===== src/design/ikcd_pkg.sv =====
// shared types, constants and helper functions of the ccd inverse kinematics block
`timescale 1ns / 1ps
package ikcd_pkg;

    localparam int NUM_JOINTS   = 16;
    localparam int JW           = (NUM_JOINTS > 1) ? $clog2(NUM_JOINTS) : 1;
    localparam int CORDIC_STEPS = 16;
    localparam int CIW          = $clog2(CORDIC_STEPS);

    localparam int CXW = 46;   // cordic x / y datapath
    localparam int CZW = 34;   // cordic angle accumulator, 2^32 per turn
    localparam int DW  = 44;   // dot and cross products
    localparam int MAW = 25;   // shared multiplier operand a
    localparam int MBW = 22;   // shared multiplier operand b
    localparam int MPW = MAW + MBW;

    localparam int SQW   = 42; // sum of squares
    localparam int ROOTW = 21; // integer square root
    localparam int RCW   = $clog2(ROOTW);

    localparam int GAIN_Q16      = 39797;
    localparam int VEL_GAIN_Q16  = 655;
    localparam int VEL_DECAY_Q16 = 58982;
    localparam int MAX_UPDATES   = 48;
    localparam int DIST_MAX      = 1048575;
    localparam int VEL_MAX       = 8388607;
    localparam int VEL_MIN       = -8388608;

    localparam logic signed [19:0] BASE_X_RST      = 20'sd102400;
    localparam logic signed [19:0] BASE_Y_RST      = 20'sd102400;
    localparam logic [15:0]        START_ANGLE_RST = 16'd49152;
    localparam logic [15:0]        LINK_LENGTH_RST = 16'd4096;
    localparam logic [13:0]        JOINT_LIMIT_RST = 14'd1043;
    localparam logic [13:0]        STEP_LIMIT_RST  = 14'd1043;

    typedef enum logic [2:0] {
        REG_BASE_X      = 3'd0,
        REG_BASE_Y      = 3'd1,
        REG_START_ANGLE = 3'd2,
        REG_LINK_LENGTH = 3'd3,
        REG_JOINT_LIMIT = 3'd4,
        REG_STEP_LIMIT  = 3'd5
    } reg_index_t;

    typedef enum logic [0:0] {
        CORDIC_ROTATE = 1'b0,
        CORDIC_VECTOR = 1'b1
    } cordic_mode_t;

    typedef struct packed {
        logic         start;
        cordic_mode_t mode;
    } cordic_req_t;

    typedef enum logic [3:0] {
        ST_IDLE,
        ST_F_MUL,
        ST_F_ROT,
        ST_F_WAIT,
        ST_D_MUL,
        ST_D_VEC,
        ST_D_WAIT,
        ST_G_MUL,
        ST_G_ADD,
        ST_J_ANG,
        ST_J_VEL,
        ST_S_MUL,
        ST_S_ROOT,
        ST_S_WAIT,
        ST_DONE
    } state_t;

    // atan(2^-i), 2^32 units per turn
    function automatic logic [31:0] atan_entry(input logic [4:0] idx);
        logic [31:0] val;
        case (idx)
            5'd0:    val = 32'h20000000;
            5'd1:    val = 32'h12E4051E;
            5'd2:    val = 32'h09FB385B;
            5'd3:    val = 32'h051111D4;
            5'd4:    val = 32'h028B0D43;
            5'd5:    val = 32'h0145D7E1;
            5'd6:    val = 32'h00A2F61E;
            5'd7:    val = 32'h00517C55;
            5'd8:    val = 32'h0028BE53;
            5'd9:    val = 32'h00145F2F;
            5'd10:   val = 32'h000A2F98;
            5'd11:   val = 32'h000517CC;
            5'd12:   val = 32'h00028BE6;
            5'd13:   val = 32'h000145F3;
            5'd14:   val = 32'h0000A2FA;
            5'd15:   val = 32'h0000517D;
            5'd16:   val = 32'h000028BE;
            5'd17:   val = 32'h0000145F;
            5'd18:   val = 32'h00000A30;
            5'd19:   val = 32'h00000518;
            5'd20:   val = 32'h0000028C;
            5'd21:   val = 32'h00000146;
            5'd22:   val = 32'h000000A3;
            5'd23:   val = 32'h00000051;
            default: val = 32'h00000000;
        endcase
        return val;
    endfunction

    function automatic logic signed [19:0] sat20(input logic signed [21:0] v);
        logic signed [19:0] r;
        if (v > 22'sd524287) begin
            r = 20'sd524287;
        end else if (v < -22'sd524288) begin
            r = -20'sd524288;
        end else begin
            r = v[19:0];
        end
        return r;
    endfunction

endpackage


===== src/design/ikcd_isqrt.sv =====
// bit-serial integer square root, two radicand bits per cycle
`timescale 1ns / 1ps
module ikcd_isqrt (
    input  logic                          clk,
    input  logic                          rst_n,
    input  logic                          start,
    input  logic [ikcd_pkg::SQW-1:0]      value,
    output logic                          done,
    output logic [ikcd_pkg::ROOTW-1:0]    root
);
    import ikcd_pkg::*;

    logic [SQW:0]   v_reg, v_next, r_reg, r_next, bit_reg, bit_next;
    logic [RCW-1:0] cnt_reg, cnt_next;
    logic           busy_reg, busy_next, done_reg, done_next;
    logic [SQW:0]   trial;

    always_comb
    begin
        trial     = r_reg + bit_reg;
        v_next    = v_reg;
        r_next    = r_reg;
        bit_next  = bit_reg;
        cnt_next  = cnt_reg;
        busy_next = busy_reg;
        done_next = 1'b0;

        if (start) begin
            v_next    = (SQW+1)'(value);
            r_next    = '0;
            bit_next  = (SQW+1)'(1) << (2 * (ROOTW - 1));
            cnt_next  = '0;
            busy_next = 1'b1;
        end else if (busy_reg) begin
            if (v_reg >= trial) begin
                v_next = v_reg - trial;
                r_next = (r_reg >> 1) + bit_reg;
            end else begin
                r_next = r_reg >> 1;
            end
            bit_next = bit_reg >> 2;
            if (cnt_reg == RCW'(ROOTW - 1)) begin
                busy_next = 1'b0;
                done_next = 1'b1;
            end else begin
                cnt_next = cnt_reg + 1'b1;
            end
        end
    end

    always_ff @(posedge clk or negedge rst_n)
    begin
        if (!rst_n) begin
            busy_reg <= 1'b0;
            done_reg <= 1'b0;
            cnt_reg  <= '0;
        end else begin
            busy_reg <= busy_next;
            done_reg <= done_next;
            cnt_reg  <= cnt_next;
        end
    end

    always_ff @(posedge clk)
    begin
        v_reg   <= v_next;
        r_reg   <= r_next;
        bit_reg <= bit_next;
    end

    assign done = done_reg;
    assign root = r_reg[ROOTW-1:0];

endmodule


===== config.mk =====
export PLATFORM = sky130hd
export DESIGN_NAME = ikcd_isqrt
export DESIGN_NICKNAME = d
export VERILOG_FILES = /design/src/design/ikcd_pkg.sv /design/src/design/ikcd_isqrt.sv
export SDC_FILE = /design/constraint.sdc
export NUM_CORES = 1
export LEC_CHECK = 0
export BUFFER_PORTS_ARGS = -buffer_cell sky130_fd_sc_hd__buf_2
export CAP_MARGIN = 40
export CORE_UTILIZATION = 50
export DETAILED_ROUTE_END_ITERATION = 7
export GPL_TIMING_DRIVEN = 0
export PLACE_DENSITY = 0.68
export SETUP_SLACK_MARGIN = 0.4
export SKIP_CTS_REPAIR_TIMING = 1
export SYNTH_ARGS = -nofsm -noshare
export SYNTH_HDL_FRONTEND = slang
export SYNTH_SLANG_ARGS = --single-unit
export TNS_END_PERCENT = 100

===== constraint.sdc =====
create_clock -name clk -period 13.75 [get_ports clk]
set_input_delay 2.0625 -clock clk [delete_from_list [all_inputs] [get_ports clk]]
set_output_delay 2.0625 -clock clk [all_outputs]
set_load 0.005 [all_outputs]

Word level (Yosys, flattened, before mapping)
Index checks and enable logic that the tools add are counted.
Widths: inputs -> output; s select.
{ "classes": {"addsub": 4, "reduce_logical": 5, "order_cmp": 1, "n_eq_ne": 2, "muxes": 13} }
{ "op_table": {"columns": ["operator", "n"], "rows": [
  ["$mux 42", 3],
  ["$add 42x41->43", 1],
  ["$add 43x41->43", 1],
  ["$ge 43x43->1", 1],
  ["$mux 43", 1],
  ["$sub 43x43->43", 1],
  ["$mux 5", 3],
  ["$mux 1", 6],
  ["$reduce_and 2->1", 3],
  ["$add 5x1->5 const B", 1],
  ["$eq 5x5->1 const B", 1],
  ["$reduce_bool 2->1", 2],
  ["$ne 2x2->1 const B", 1]
]} }
{ "totals": {"output_inout_bits": 22, "elab_cells": 32, "regBits": 114} }

Depth between registers and ports, before layout
{ "logic_depth": {"ltp_word": 5, "ltp_mapped": 24, "ltp_nobuf": 21} }

Worst setup path after synthesis
OpenSTA, ideal clock, no wires.
{ "synth_path": {"kind": "register -> register", "from": "register r_reg[2]", "to": "register v_reg[0] (enable)", "path_stages_with_launch": 22, "setup_time_ns": 0.400, "period_less_slack_ns": 6.056, "required_time_ns": 13.350, "setup_slack_ns": 7.694, "t_arrival_ns": 5.656, "path_buffers": 2, "cell_sequence": "dfxtp_1 -> ha_1 -> a31o_2 -> nor3_1 -> o32ai_1 -> a211oi_1 -> o21ai_0 -> a211oi_1 -> o21bai_1 -> a31oi_1 -> xor2_1 -> ha_1 -> buf_2 -> nand2_1 -> or4_4 -> or4_1 -> o21ai_1 -> a21oi_1 -> nand3_1 -> buf_2 -> nand2_1 -> nand2_1"} }
{ "synth_between": {"elab_chain_cells": 4} }
{ "synth_rtl": {"columns": ["element", "line", "rtl"], "rows": [
  ["from (decl)", "ikcd_isqrt.sv:13", "logic [SQW:0] v_reg, v_next, r_reg, r_next, bit_reg, bit_next;"],
  ["from (signal assigned)", "ikcd_isqrt.sv:67", "r_reg <= r_next;"],
  ["$add 43x41->43", "ikcd_isqrt.sv:20", "trial = r_reg + bit_reg;"],
  ["$ge 43x43->1", "ikcd_isqrt.sv:35", "if (v_reg >= trial) begin"],
  ["$reduce_bool 2->1 (no line)", null, null],
  ["$reduce_and 2->1 (no line)", null, null],
  ["to (signal assigned)", "ikcd_isqrt.sv:66", "v_reg <= v_next;"],
  ["to (decl)", "ikcd_isqrt.sv:13", null]
]} }
No other way between the ends.
A chain may end at the register's enable or synchronous reset.

Final worst setup path
{ "layout_path": {"from": "register r_reg[2]", "to": "register v_reg[26] (enable)"} }
Same word-level chain as after synthesis.

==> results.md <==
- Grt total ovfl: 0
- Detailed Route WL: 29.9 mm
- Area grow syn2layout: 12.8%
- Synth cell types: 71
- # IOs: 67
- Max cap viols: 0
- Slew @ Worst Pin: 0.871 ns
- Max VDD drop: 0.140 mV
- DIE AREA: 20400 µm²
- Worst Skew: 0.0129 ns
- Synth top area cells: dfxtp_1 13%, edfxtp_1 13%, ha_1 11%
- Starting density of the core: 51.0%
- Crit Path Max Fanout: 25
- Critical path type: reg -> reg
- WL/cell: 18.6 µm
- Clock sink count: 114
- Clock Path Buffers: 2
- Fin Setup TNS: 0 ns
- GPL Wtd Cong: 0.950
- Pwr dens: 222 nW/µm²
- Initial DRT Pass Iterations: 5
- Warning count from the yosys run: 0
- Vias per inst: 6.05
- Post-synthesis net count: 1376
- Total CTS buffers: 17
- Ant diodes: 0
- Number of flops mapped to enable cells by yosys: 42
- Count leader, synth: nand2_1
- Clock root cell: clkbuf_16
- Largest net degree at the start of global routing: 26
- Sequential area share after synthesis: 27.6%
- Flop2flop setup slack: 6.61 ns
- Mapped Avg Cell Area: 8.00 µm²
- Share of the synthesized area in the top cell type: 13.1%
- Area leader, netlist: dfxtp_1
- Number of global-route vias before repair: 8978
- Crit share post-route: 51.9%
- Fin util: 57.6%
- Core area: 19500 µm²
- Status: finished, final reports clean
- Initial DRC Count: 802
- Slew headroom: 41.9%
- Reg2reg end: v_reg[26]
- Syn Inst Count: 1241
- Final slew viol count: 0
- P_leak: 4.69 nW
- Pre-CTS setup slack: 6.73 ns
- Crit end category: flip-flop
- Final Hold Fails: 0
- Worst Path Arrival: 7.27 ns
- Fin worst setup slack: 6.61 ns
- Kind of start point of the critical path: flip-flop
- Routed Antenna Nets: 0
- Residual DRC: 0
- Fmax: 140 MHz
- Synth Flop Type: dfxtp_1
- Setup repair after global routing missed its margin: false
- Worst skew pair latency: 0.43 ns
- Cell Rows: 51
- Hpwl dp: 22.7 mm
- Worst path required time: 13.88 ns
- Clock-pin transition on the worst setup and hold timing paths: 0.06 ns
- Global router's overall resource usage: 30.2%
- Port buffer count: 66
- Worst-case reg-to-reg path depth: 22
- Most frequent cells after synthesis: 158 x nand2_1, 115 x o21ai_0, 104 x nor2_1, 89 x ha_1, 87 x a21oi_1
- Initial antenna violation count: 0
- Hold Path Class: reg -> reg
- Number of fill cells: 1861
- Final Setup Violations: 0
- Vias: 9706
- NumNets Final: 1462
- Mapped Area: 9930 µm²
- Worst setup path start: r_reg[2]
- Asr flop ratio synth: 6.14%
- Final min period: 7.14 ns
- H-Tree Depth: 4
- Ratio of cells with drive above 1 in the final layout: 11.6%
- Yosys reg bits: 114
- First-pass GRT wire length: 47.1 mm
- Die width: 143 µm
- Setup crit end: v_reg[26]
- Critical R2R Launch: r_reg[2]
- CTS tree: yes
- Die extent in y: 143 µm
==> per-stage QoR <==
stage	std cells	instance area, µm²	hold slack [ns]	power, mW
final	1605	11200	0.507	2.49
after floorplan	1241	9930	0.475	1.64
after global placement	1572	10600	0.485	2.00
after global routing	1605	11200	0.530	2.67
after CTS	1605	11200	0.512	2.47
after detailed placement	1573	10600	0.505	2.02
==> placed cells by master (no fill, tap or decap), types with 11 or more instances in the layout <==
cell type / Yosys / final
clkbuf_16: 0 / 19
a21oi_1: 87 / 87
dfxtp_1: 65 / 65
edfxtp_1: 42 / 42
nand3_1: 25 / 25
mux2i_1: 27 / 27
a31oi_1: 37 / 37
a21o_1: 34 / 34
a31o_2: 11 / 11
clkbuf_1: 48 / 49
nor3_1: 12 / 12
or3_1: 15 / 15
nand4_1: 20 / 20
inv_1: 31 / 31
a311oi_1: 18 / 18
nor2b_1: 11 / 11
o21ai_0: 115 / 115
a211oi_1: 17 / 17
nand2_1: 158 / 157
xor2_1: 52 / 52
nor2_1: 104 / 104
buf_2: 7 / 73
buf_4: 22 / 22
xnor2_1: 41 / 41
ha_1: 89 / 89
==> power breakdown <==
group	internal [mW]	switching [mW]
sequential	0.490	0.0795
clock	0.268	0.178
combinational	0.580	0.895
total	1.34	1.15
==> layer usage <==
layer  track usage [%]  share of wire (%)
met3              5.47                6.4
met4              12.1                2.8
met1              39.7                 45
met2              48.7                 46
met5                 0                  0
==> cell type report <==
class                      instances  area, µm²  area share (%)
sequential                       114       2740            24.4
buffer                            81        403            3.60
clock inverter                     9       66.3           0.592
timing repair buffer              67        350            3.13
multi-input combinational       1015       6680            59.6
clock buffer                      23        520            4.65
tap                              265        332            2.96
inverter                          31        116            1.04
==> worst min-delay path by stage <==
| stage | from | endpoint | depth (start not counted) |
|---|---|---|---|
| after floorplan | v_reg[42] | v_reg[42] | 2 |
| after global placement | v_reg[42] | v_reg[42] | 2 |
| after detailed placement | v_reg[42] | v_reg[42] | 2 |
| after CTS | v_reg[42] | v_reg[42] | 2 |
| after global routing | r_reg[42] | r_reg[42] | 1 |
| final | r_reg[42] | r_reg[42] | 1 |
==> cells by family (layout without fill, tap and decap cells) <==
family                     Yosys count  after routing  synth area share [%]
AOI/OAI and AO/OA                  403            403                  25.9
adders and majority gates           90             90                  11.4
xor gates and xnor gates            93             93                  8.20
DFF                                114            114                  27.6
muxes                               32             32                  3.29
buffers and inverters              112            211                  5.23
and+or+nand+nor                    397            397                  18.4
==> worst max-delay path, cell delays in order, from the launching register on <==
cell and delay (ns):
dfxtp_1 0.49, ha_1 0.32, a31o_2 0.28, nor3_1 0.27
o32ai_1 0.18, a211oi_1 0.59, o21ai_0 0.34, a211oi_1 0.43
o21bai_1 0.15, a31oi_1 0.21, xor2_1 0.12, ha_1 0.28
buf_2 0.17, nand2_1 0.08, or4_4 0.58, or4_1 0.63
o21ai_1 0.17, a21oi_1 0.08, nand3_1 0.17, buf_2 0.29
nand2_1 0.24, nand2_2 0.49, buf_12 0.25
No activity file was read; power rests on OpenSTA's default activity.
