<file path="config.mk">
export PLATFORM = sky130hd
export DESIGN_NAME = ikcd_cordic
export DESIGN_NICKNAME = d
export VERILOG_FILES = /design/src/design/ikcd_pkg.sv /design/src/design/ikcd_cordic.sv
export SDC_FILE = /design/constraint.sdc
export NUM_CORES = 1
export LEC_CHECK = 0
export ABC_AREA = 1
export BUFFER_PORTS_ARGS = -buffer_cell sky130_fd_sc_hd__buf_2
export CORE_MARGIN = 3
export CORE_UTILIZATION = 30
export DETAILED_ROUTE_END_ITERATION = 8
export GPL_TIMING_DRIVEN = 1
export PLACE_DENSITY = 0.52
export SLEW_MARGIN = 10
export SYNTH_ARGS = -nofsm -noshare
export SYNTH_HDL_FRONTEND = slang
export SYNTH_SLANG_ARGS = --single-unit
</file>
<file path="constraint.sdc">
create_clock -name clk -period 4.7 [get_ports clk]
set_input_delay 0.705 -clock clk [delete_from_list [all_inputs] [get_ports clk]]
set_output_delay 0.705 -clock clk [all_outputs]
set_load 0.03 [all_outputs]
</file>
<file path="src/design/ikcd_pkg.sv">
// shared types, constants and helper functions of the ccd inverse kinematics block
`timescale 1ns / 1ps
package ikcd_pkg;

    localparam int NUM_JOINTS   = 16;
    localparam int JW           = (NUM_JOINTS > 1) ? $clog2(NUM_JOINTS) : 1;
    localparam int CORDIC_STEPS = 16;
    localparam int CIW          = $clog2(CORDIC_STEPS);

    localparam int CXW = 46;   // cordic x / y datapath
    localparam int CZW = 34;   // cordic angle accumulator, 2^32 per turn
    localparam int DW  = 44;   // dot and cross products
    localparam int MAW = 25;   // shared multiplier operand a
    localparam int MBW = 22;   // shared multiplier operand b
    localparam int MPW = MAW + MBW;

    localparam int SQW   = 42; // sum of squares
    localparam int ROOTW = 21; // integer square root
    localparam int RCW   = $clog2(ROOTW);

    localparam int GAIN_Q16      = 39797;
    localparam int VEL_GAIN_Q16  = 655;
    localparam int VEL_DECAY_Q16 = 58982;
    localparam int MAX_UPDATES   = 48;
    localparam int DIST_MAX      = 1048575;
    localparam int VEL_MAX       = 8388607;
    localparam int VEL_MIN       = -8388608;

    localparam logic signed [19:0] BASE_X_RST      = 20'sd102400;
    localparam logic signed [19:0] BASE_Y_RST      = 20'sd102400;
    localparam logic [15:0]        START_ANGLE_RST = 16'd49152;
    localparam logic [15:0]        LINK_LENGTH_RST = 16'd4096;
    localparam logic [13:0]        JOINT_LIMIT_RST = 14'd1043;
    localparam logic [13:0]        STEP_LIMIT_RST  = 14'd1043;

    typedef enum logic [2:0] {
        REG_BASE_X      = 3'd0,
        REG_BASE_Y      = 3'd1,
        REG_START_ANGLE = 3'd2,
        REG_LINK_LENGTH = 3'd3,
        REG_JOINT_LIMIT = 3'd4,
        REG_STEP_LIMIT  = 3'd5
    } reg_index_t;

    typedef enum logic [0:0] {
        CORDIC_ROTATE = 1'b0,
        CORDIC_VECTOR = 1'b1
    } cordic_mode_t;

    typedef struct packed {
        logic         start;
        cordic_mode_t mode;
    } cordic_req_t;

    typedef enum logic [3:0] {
        ST_IDLE,
        ST_F_MUL,
        ST_F_ROT,
        ST_F_WAIT,
        ST_D_MUL,
        ST_D_VEC,
        ST_D_WAIT,
        ST_G_MUL,
        ST_G_ADD,
        ST_J_ANG,
        ST_J_VEL,
        ST_S_MUL,
        ST_S_ROOT,
        ST_S_WAIT,
        ST_DONE
    } state_t;

    // atan(2^-i), 2^32 units per turn
    function automatic logic [31:0] atan_entry(input logic [4:0] idx);
        logic [31:0] val;
        case (idx)
            5'd0:    val = 32'h20000000;
            5'd1:    val = 32'h12E4051E;
            5'd2:    val = 32'h09FB385B;
            5'd3:    val = 32'h051111D4;
            5'd4:    val = 32'h028B0D43;
            5'd5:    val = 32'h0145D7E1;
            5'd6:    val = 32'h00A2F61E;
            5'd7:    val = 32'h00517C55;
            5'd8:    val = 32'h0028BE53;
            5'd9:    val = 32'h00145F2F;
            5'd10:   val = 32'h000A2F98;
            5'd11:   val = 32'h000517CC;
            5'd12:   val = 32'h00028BE6;
            5'd13:   val = 32'h000145F3;
            5'd14:   val = 32'h0000A2FA;
            5'd15:   val = 32'h0000517D;
            5'd16:   val = 32'h000028BE;
            5'd17:   val = 32'h0000145F;
            5'd18:   val = 32'h00000A30;
            5'd19:   val = 32'h00000518;
            5'd20:   val = 32'h0000028C;
            5'd21:   val = 32'h00000146;
            5'd22:   val = 32'h000000A3;
            5'd23:   val = 32'h00000051;
            default: val = 32'h00000000;
        endcase
        return val;
    endfunction

    function automatic logic signed [19:0] sat20(input logic signed [21:0] v);
        logic signed [19:0] r;
        if (v > 22'sd524287) begin
            r = 20'sd524287;
        end else if (v < -22'sd524288) begin
            r = -20'sd524288;
        end else begin
            r = v[19:0];
        end
        return r;
    endfunction

endpackage

</file>
<file path="src/design/ikcd_cordic.sv">
// iterative cordic, one micro-rotation per cycle, rotation and vectoring modes
`timescale 1ns / 1ps
module ikcd_cordic (
    input  logic                                clk,
    input  logic                                rst_n,
    input  ikcd_pkg::cordic_req_t               req,
    input  logic signed [ikcd_pkg::CXW-1:0]     x_init,
    input  logic signed [ikcd_pkg::CXW-1:0]     y_init,
    input  logic signed [ikcd_pkg::CZW-1:0]     z_init,
    output logic                                done,
    output logic signed [ikcd_pkg::CXW-1:0]     x_out,
    output logic signed [ikcd_pkg::CXW-1:0]     y_out,
    output logic signed [ikcd_pkg::CZW-1:0]     z_out
);
    import ikcd_pkg::*;

    logic signed [CXW-1:0] x_reg, x_next, y_reg, y_next;
    logic signed [CZW-1:0] z_reg, z_next;
    logic [CIW-1:0]        it_reg, it_next;
    logic                  busy_reg, busy_next, done_reg, done_next;
    cordic_mode_t          mode_reg, mode_next;

    logic signed [CXW-1:0] dx, dy;
    logic signed [CZW-1:0] dz;
    logic                  sigma;

    always_comb
    begin
        dx = y_reg >>> it_reg;
        dy = x_reg >>> it_reg;
        dz = signed'({{(CZW-32){1'b0}}, atan_entry(5'(it_reg))});
        // sigma set: x -= dx, y += dy, z -= dz
        if (mode_reg == CORDIC_ROTATE) begin
            sigma = !z_reg[CZW-1];
        end else begin
            sigma = y_reg[CXW-1] || (y_reg == '0);
        end

        x_next    = x_reg;
        y_next    = y_reg;
        z_next    = z_reg;
        it_next   = it_reg;
        busy_next = busy_reg;
        mode_next = mode_reg;
        done_next = 1'b0;

        if (req.start) begin
            x_next    = x_init;
            y_next    = y_init;
            z_next    = z_init;
            mode_next = req.mode;
            it_next   = '0;
            busy_next = 1'b1;
        end else if (busy_reg) begin
            if (sigma) begin
                x_next = x_reg - dx;
                y_next = y_reg + dy;
                z_next = z_reg - dz;
            end else begin
                x_next = x_reg + dx;
                y_next = y_reg - dy;
                z_next = z_reg + dz;
            end
            if (it_reg == CIW'(CORDIC_STEPS - 1)) begin
                busy_next = 1'b0;
                done_next = 1'b1;
            end else begin
                it_next = it_reg + 1'b1;
            end
        end
    end

    always_ff @(posedge clk or negedge rst_n)
    begin
        if (!rst_n) begin
            busy_reg <= 1'b0;
            done_reg <= 1'b0;
            it_reg   <= '0;
            mode_reg <= CORDIC_ROTATE;
        end else begin
            busy_reg <= busy_next;
            done_reg <= done_next;
            it_reg   <= it_next;
            mode_reg <= mode_next;
        end
    end

    always_ff @(posedge clk)
    begin
        x_reg <= x_next;
        y_reg <= y_next;
        z_reg <= z_next;
    end

    assign done  = done_reg;
    assign x_out = x_reg;
    assign y_out = y_reg;
    assign z_out = z_reg;

endmodule

</file>
======== Yosys cells after proc, flatten, opt, wreduce, memory -nomap -nowiden ========
Memory sizes are Yosys's and may differ from the RTL's.
Cells that the tools add are included.
word-level totals
  register bits after elaboration ......... 133
  memory bits (read-only) ................. 480
  input bits .............................. 130
  output and inout port bits .............. 127
  logic and storage cells ................. 43
  memories kept ........................... 1
memories
  memory           words  width  rd ports  clocked after memory_dff  write ports  line            RTL
  (no name shown)  16     30     1         0                         0            ikcd_pkg.sv:76  case (idx)
operators by class
  add/subtract/negate cells ............... 7
  equal/unequal tests ..................... 2
  shift-type cells ........................ 2
  multiplexer cells ....................... 19
  reduce and logical (&&, ||, !) cells .... 5
operator list
  cell                   number
  $mux W46               6
  $mux W34               3
  $add A46 B46 Y46       2
  $sshr A46 B4 Y46       2
  $sub A46 B46 Y46       2
  $logic_not A46 Y1      1
  $add A34 B33 Y34       1
  $sub A34 B33 Y34       1
  $mux W4                3
  $mux W1                7
  $add A4 B1 Y4 const B  1
  $eq A4 B4 Y1 const B   1
  $ne A2 B2 Y1 const B   1
  $reduce_and A2 Y1      1
  $reduce_bool A2 Y1     1
  $logic_not A1 Y1       1
  $logic_or A1 B1 Y1     1

======== Longest topological paths before layout ========
  depth after elaboration ................. 6
  depth in mapped cells ................... 35
  gate-level depth less buffers ........... 34

======== Least setup slack after synthesis ========
OpenSTA, ideal clock, no wires.
  kind .................................... input-to-reg
  from .................................... in req[1] in the netlist's numbering
  to ...................................... reg it_reg[0]
  library setup time ...................... 0.083 ns
  data arrival time ....................... 4.548 ns
  required time ........................... 4.617 ns
  setup slack ............................. 0.069 ns
  cell stages on the path ................. 6
  path buffers ............................ 0
  cells stage by stage .................... inv_1 nand2_1 o21ai_0 inv_1 nand2_1 o21ai_0
between the ends
  word-level cells in the longest chain between the ends .. 2
  elaborated cells between the ends (all ways) .. 4
  those cells by class .................... eq/ne: 1; mux: 1; reduce/logical: 2
ends and longest elaborated chain
  item                                                                 line               RTL
  start: declaration                                                   ikcd_cordic.sv:6   input ikcd_pkg::cordic_req_t req,
  $ne A2 B2 Y1 (no line) / $reduce_bool A2 Y1 (equally long branches)  -
  $reduce_and A2 Y1 (no line)                                          -
  end signal: assignment                                               ikcd_cordic.sv:83  it_reg <= it_next;
  end: declaration                                                     ikcd_cordic.sv:19  logic [CIW-1:0] it_reg, it_next;
Several ways; a longest one is shown, not always the timed one.
A chain may end at the register's enable or synchronous reset.

======== Worst setup path after layout ========
  from .................................... reg it_reg[0]
  to ...................................... reg y_reg[44], in the netlist y_out[44] (data pin)
between the ends
  word-level cells in the longest chain between the ends .. 5
  elaborated cells between the ends (all ways) .. 6
  those cells by class .................... add/sub: 2; shift: 1; mux: 3
ends and longest elaborated chain
  item                                                         line                                  RTL
  $sshr A46 B4 Y46 (*)                                         ikcd_cordic.sv:30                     dy = x_reg >>> it_reg;
  $sub A46 B46 Y46 / $add A46 B46 Y46 (equally long branches)  ikcd_cordic.sv:61, ikcd_cordic.sv:57
  $mux W46 (*)                                                 ikcd_cordic.sv:55                     if (sigma) begin
  $mux W46 (*)                                                 ikcd_cordic.sv:54                     end else if (busy_reg) begin
  $mux W46 (*)                                                 ikcd_cordic.sv:47                     if (req.start) begin
  net y_next[44]                                               ikcd_cordic.sv:17                     logic signed [CXW-1:0] x_reg, x_next, y_reg, y_next;
  end signal: assignment                                       ikcd_cordic.sv:91                     y_reg <= y_next;
  end: declaration                                             ikcd_cordic.sv:17
Mark *: on every way through the listed nets, which the timed path passes. The rest lies on a longest branch. The select of a mux whose other input is x is not followed.

==> impl_results.md <==
- Outcome: finished, violations left
- Failing checks: setup timing
- Fin Setup TNS: -0.338 ns
- Drt first pass iters: 6
- Vias in the first global route: 26,475
- Final worst slack: -0.0641 ns
- DP HPWL: 86,500 um
- Die area: 74,900 um^2
- R2r startpoint: it_reg[0]
- Skew-Pair Late Insertion Delay: 0.50 ns
- Antenna cells: 0
- Crit. Startpoint: it_reg[0]
- Fin crit share: 1.01
- Post-synth EDFFs: 126
- Worst-Margin Slew: 0.843 ns
- Startpoint types: flip-flop
- Ys Warns: 0
- Core area: 70,500 um^2
- Final slew viol count: 0
- Synth area leaders: nand2_1 20%, edfxtp_1 18%, nand3_1 13%
- Largest net degree at the start of global routing: 127
- CTS Buffer Depth: 2
- Via/cell ratio: 5.05
- Top delay family on crit path: simple AND/OR/NAND/NOR gates
- Final Hold Fails: 0
- Register area share after synthesis: 0.184
- Mapped Cells: 3,653
- CP Max Fanout: 11
- Largest area contributor in the netlist: nand2_1
- First-pass GRT wire length: 154,000 um
- Yosys top cell area share: 0.196
- Clock slew at reported path FFs: 0.07 ns
- Max incr delay on CP: 0.54 ns
- Yosys cell types: 51
- IO Port Bufs: 256
- Routed Antenna Nets: 0
- # rows: 97
- Most frequent cell on the critical path: buf_4
- Fraction of registers with async set/reset: 0.0526
- Net count, final: 4,994
- Number of CTS-inserted buffers: 17
- Skew final: 0.0228 ns
- Vias post-DR: 28,637
- Ports: 257
- Top_reg_cell synth: edfxtp_1
- GR Util All Layers: 0.270
- Clk root buf: clkbuf_16
- RSZ-0062 raised after global routing: true
- Clk sink count: 133
- Placer Congestion: 1.00
- Final worst path period need: 4.76 ns
- Syn Nets: 3,932
- Cell Area, Synth: 21,500 um^2
- DR DRC count: 0
- H-tree depth reported by CTS: 4
- Critical Path AT: 5.00 ns
- Initial DRC count: 2,171
- Routed len/inst: 18.8 um
- Req. time, crit path: 4.94 ns
- Share of cells above drive strength 1: 0.390
- Max Cap Viol: 0
- CTS tree: done
- Die Span Y: 274 um
- Final setup fails: 11
- Initial Util: 0.305
- Layout area overhead: 58.5%
- FMAX: 0.210 GHz
- CP max-delay cell: dfrtp_4
- Buf/Inv on CP: 9
- Crit path kind: flip-flop to flip-flop
- Initial antenna violation count: 0
- Final WL: 106,000 um
- Die X: 274 um
- Syn Area/Cell: 5.89 um^2
- Grt total ovfl: 0
- Crit. End Element: flip-flop
- Flops & latches, synth: 133
- Worst hold path class: primary input to async pin
- Max-slew headroom: 0.438
-- worst paths after layout --
path,to,slack (ns),cells after the start
max reg2reg,y_out[44],-0.06,32
min,it_reg[3],0.11,1
max in group asynchronous,it_reg[0],4.33,1
min in group clk,x_out[9],0.48,3
min reg2reg,done,0.56,2
max,y_out[44],-0.06,32
-- cells in the mapped netlist (5+ instances only) --
cell type	number
or2_2	47
o21ai_1	43
edfxtp_1	126
inv_2	10
a21oi_2	6
nand3_1	545
nand3b_1	9
nand4_1	28
xnor2_1	48
nor3_1	32
o31ai_1	19
nor4_1	26
a21oi_1	202
inv_1	330
and3_1	5
dfrtp_1	7
ha_1	146
buf_1	16
o211ai_1	9
o21bai_1	18
nand2_1	1120
o21a_1	11
buf_2	40
o21ai_2	10
o21ai_0	173
clkbuf_1	49
a21o_1	11
nor2_2	6
xor2_1	94
a31oi_1	23
nor2_1	383
a21boi_0	9
buf_4	14
-- kinds of logic after synthesis --
family	Yosys count	share of synthesized area
compound gates	551	0.144
xor+xnor	142	0.0578
fa+ha+maj	149	0.0878
buf+inv	463	0.0870
flops	133	0.184
mux	2	0.000931
simple gates	2213	0.438
-- final cells by class --
class / count / area, um^2
tap: 940 / 1180
inverter: 340 / 1290
clock buffer: 17 / 425
clock inverter: 14 / 206
multi-input combinational: 3057 / 18400
sequential: 133 / 3970
timing repair buffer: 1166 / 8640
fill: 7365 / 36400
-- what timing repair did --
action,CTS,global route
setup buffers,16,53
pin swaps,51,159
endpoints found under the setup margin,87,87
gates resized for setup,173,557
hold buffers,0,0
cloned,2,5
endpoints found under the hold margin,0,0
-- layout by cell type (no fill, tap or decap), types with 13 or more instances in the layout --
| master | Yosys | layout |
|---|---|---|
| a21oi_1 | 202 | 144 |
| a21oi_2 | 6 | 60 |
| a31oi_1 | 23 | 16 |
| buf_12 | 0 | 21 |
| buf_2 | 40 | 255 |
| buf_4 | 14 | 860 |
| buf_6 | 4 | 17 |
| clkbuf_16 | 0 | 22 |
| edfxtp_1 | 126 | 126 |
| ha_1 | 146 | 107 |
| ha_4 | 0 | 31 |
| inv_1 | 330 | 295 |
| inv_2 | 10 | 41 |
| nand2_1 | 1120 | 999 |
| nand2_2 | 0 | 112 |
| nand3_1 | 545 | 453 |
| nand3_2 | 1 | 87 |
| nand4_1 | 28 | 28 |
| nor2_1 | 383 | 275 |
| nor2_2 | 6 | 89 |
| nor2_4 | 1 | 26 |
| nor3_1 | 32 | 21 |
| o21ai_0 | 173 | 120 |
| o21ai_1 | 43 | 67 |
| o21ai_2 | 10 | 33 |
| o21bai_1 | 18 | 15 |
| o31ai_1 | 19 | 13 |
| or2_2 | 47 | 47 |
| xnor2_1 | 48 | 42 |
| xor2_1 | 94 | 78 |
| xor2_2 | 0 | 14 |
-- stage by stage --
| stage | utilization | instances | area (um^2) | worst slack (ns) | hold WS (ns) |
|---|---|---|---|---|---|
| final | 0.483 | 5667 | 34100 | -0.0641 | 0.105 |
| after global routing | 0.483 | 5667 | 34100 | -0.335 | 0.0763 |
| after CTS | 0.445 | 5609 | 31400 | -0.0630 | 0.0482 |
| after detailed placement | 0.423 | 5560 | 29900 | -0.630 | 0.551 |
| after global placement | 0.423 | 5560 | 29900 | -0.667 | 0.545 |
| after floorplan | - | 3653 | 21500 | 0.0693 | 0.409 |
-- per-layer routing --
metal,global-route usage,vias up,routed length (um)
met2,0.433,885,47900
met5,0,-,0
met1,0.361,13206,47200
met4,0.109,0,4650
li1,-,14371,-
met3,0.0422,175,6640
Power is left out: the tool's default activity adds up to more than one toggle a clock period on the data nets, which glitch-free logic cannot reach.
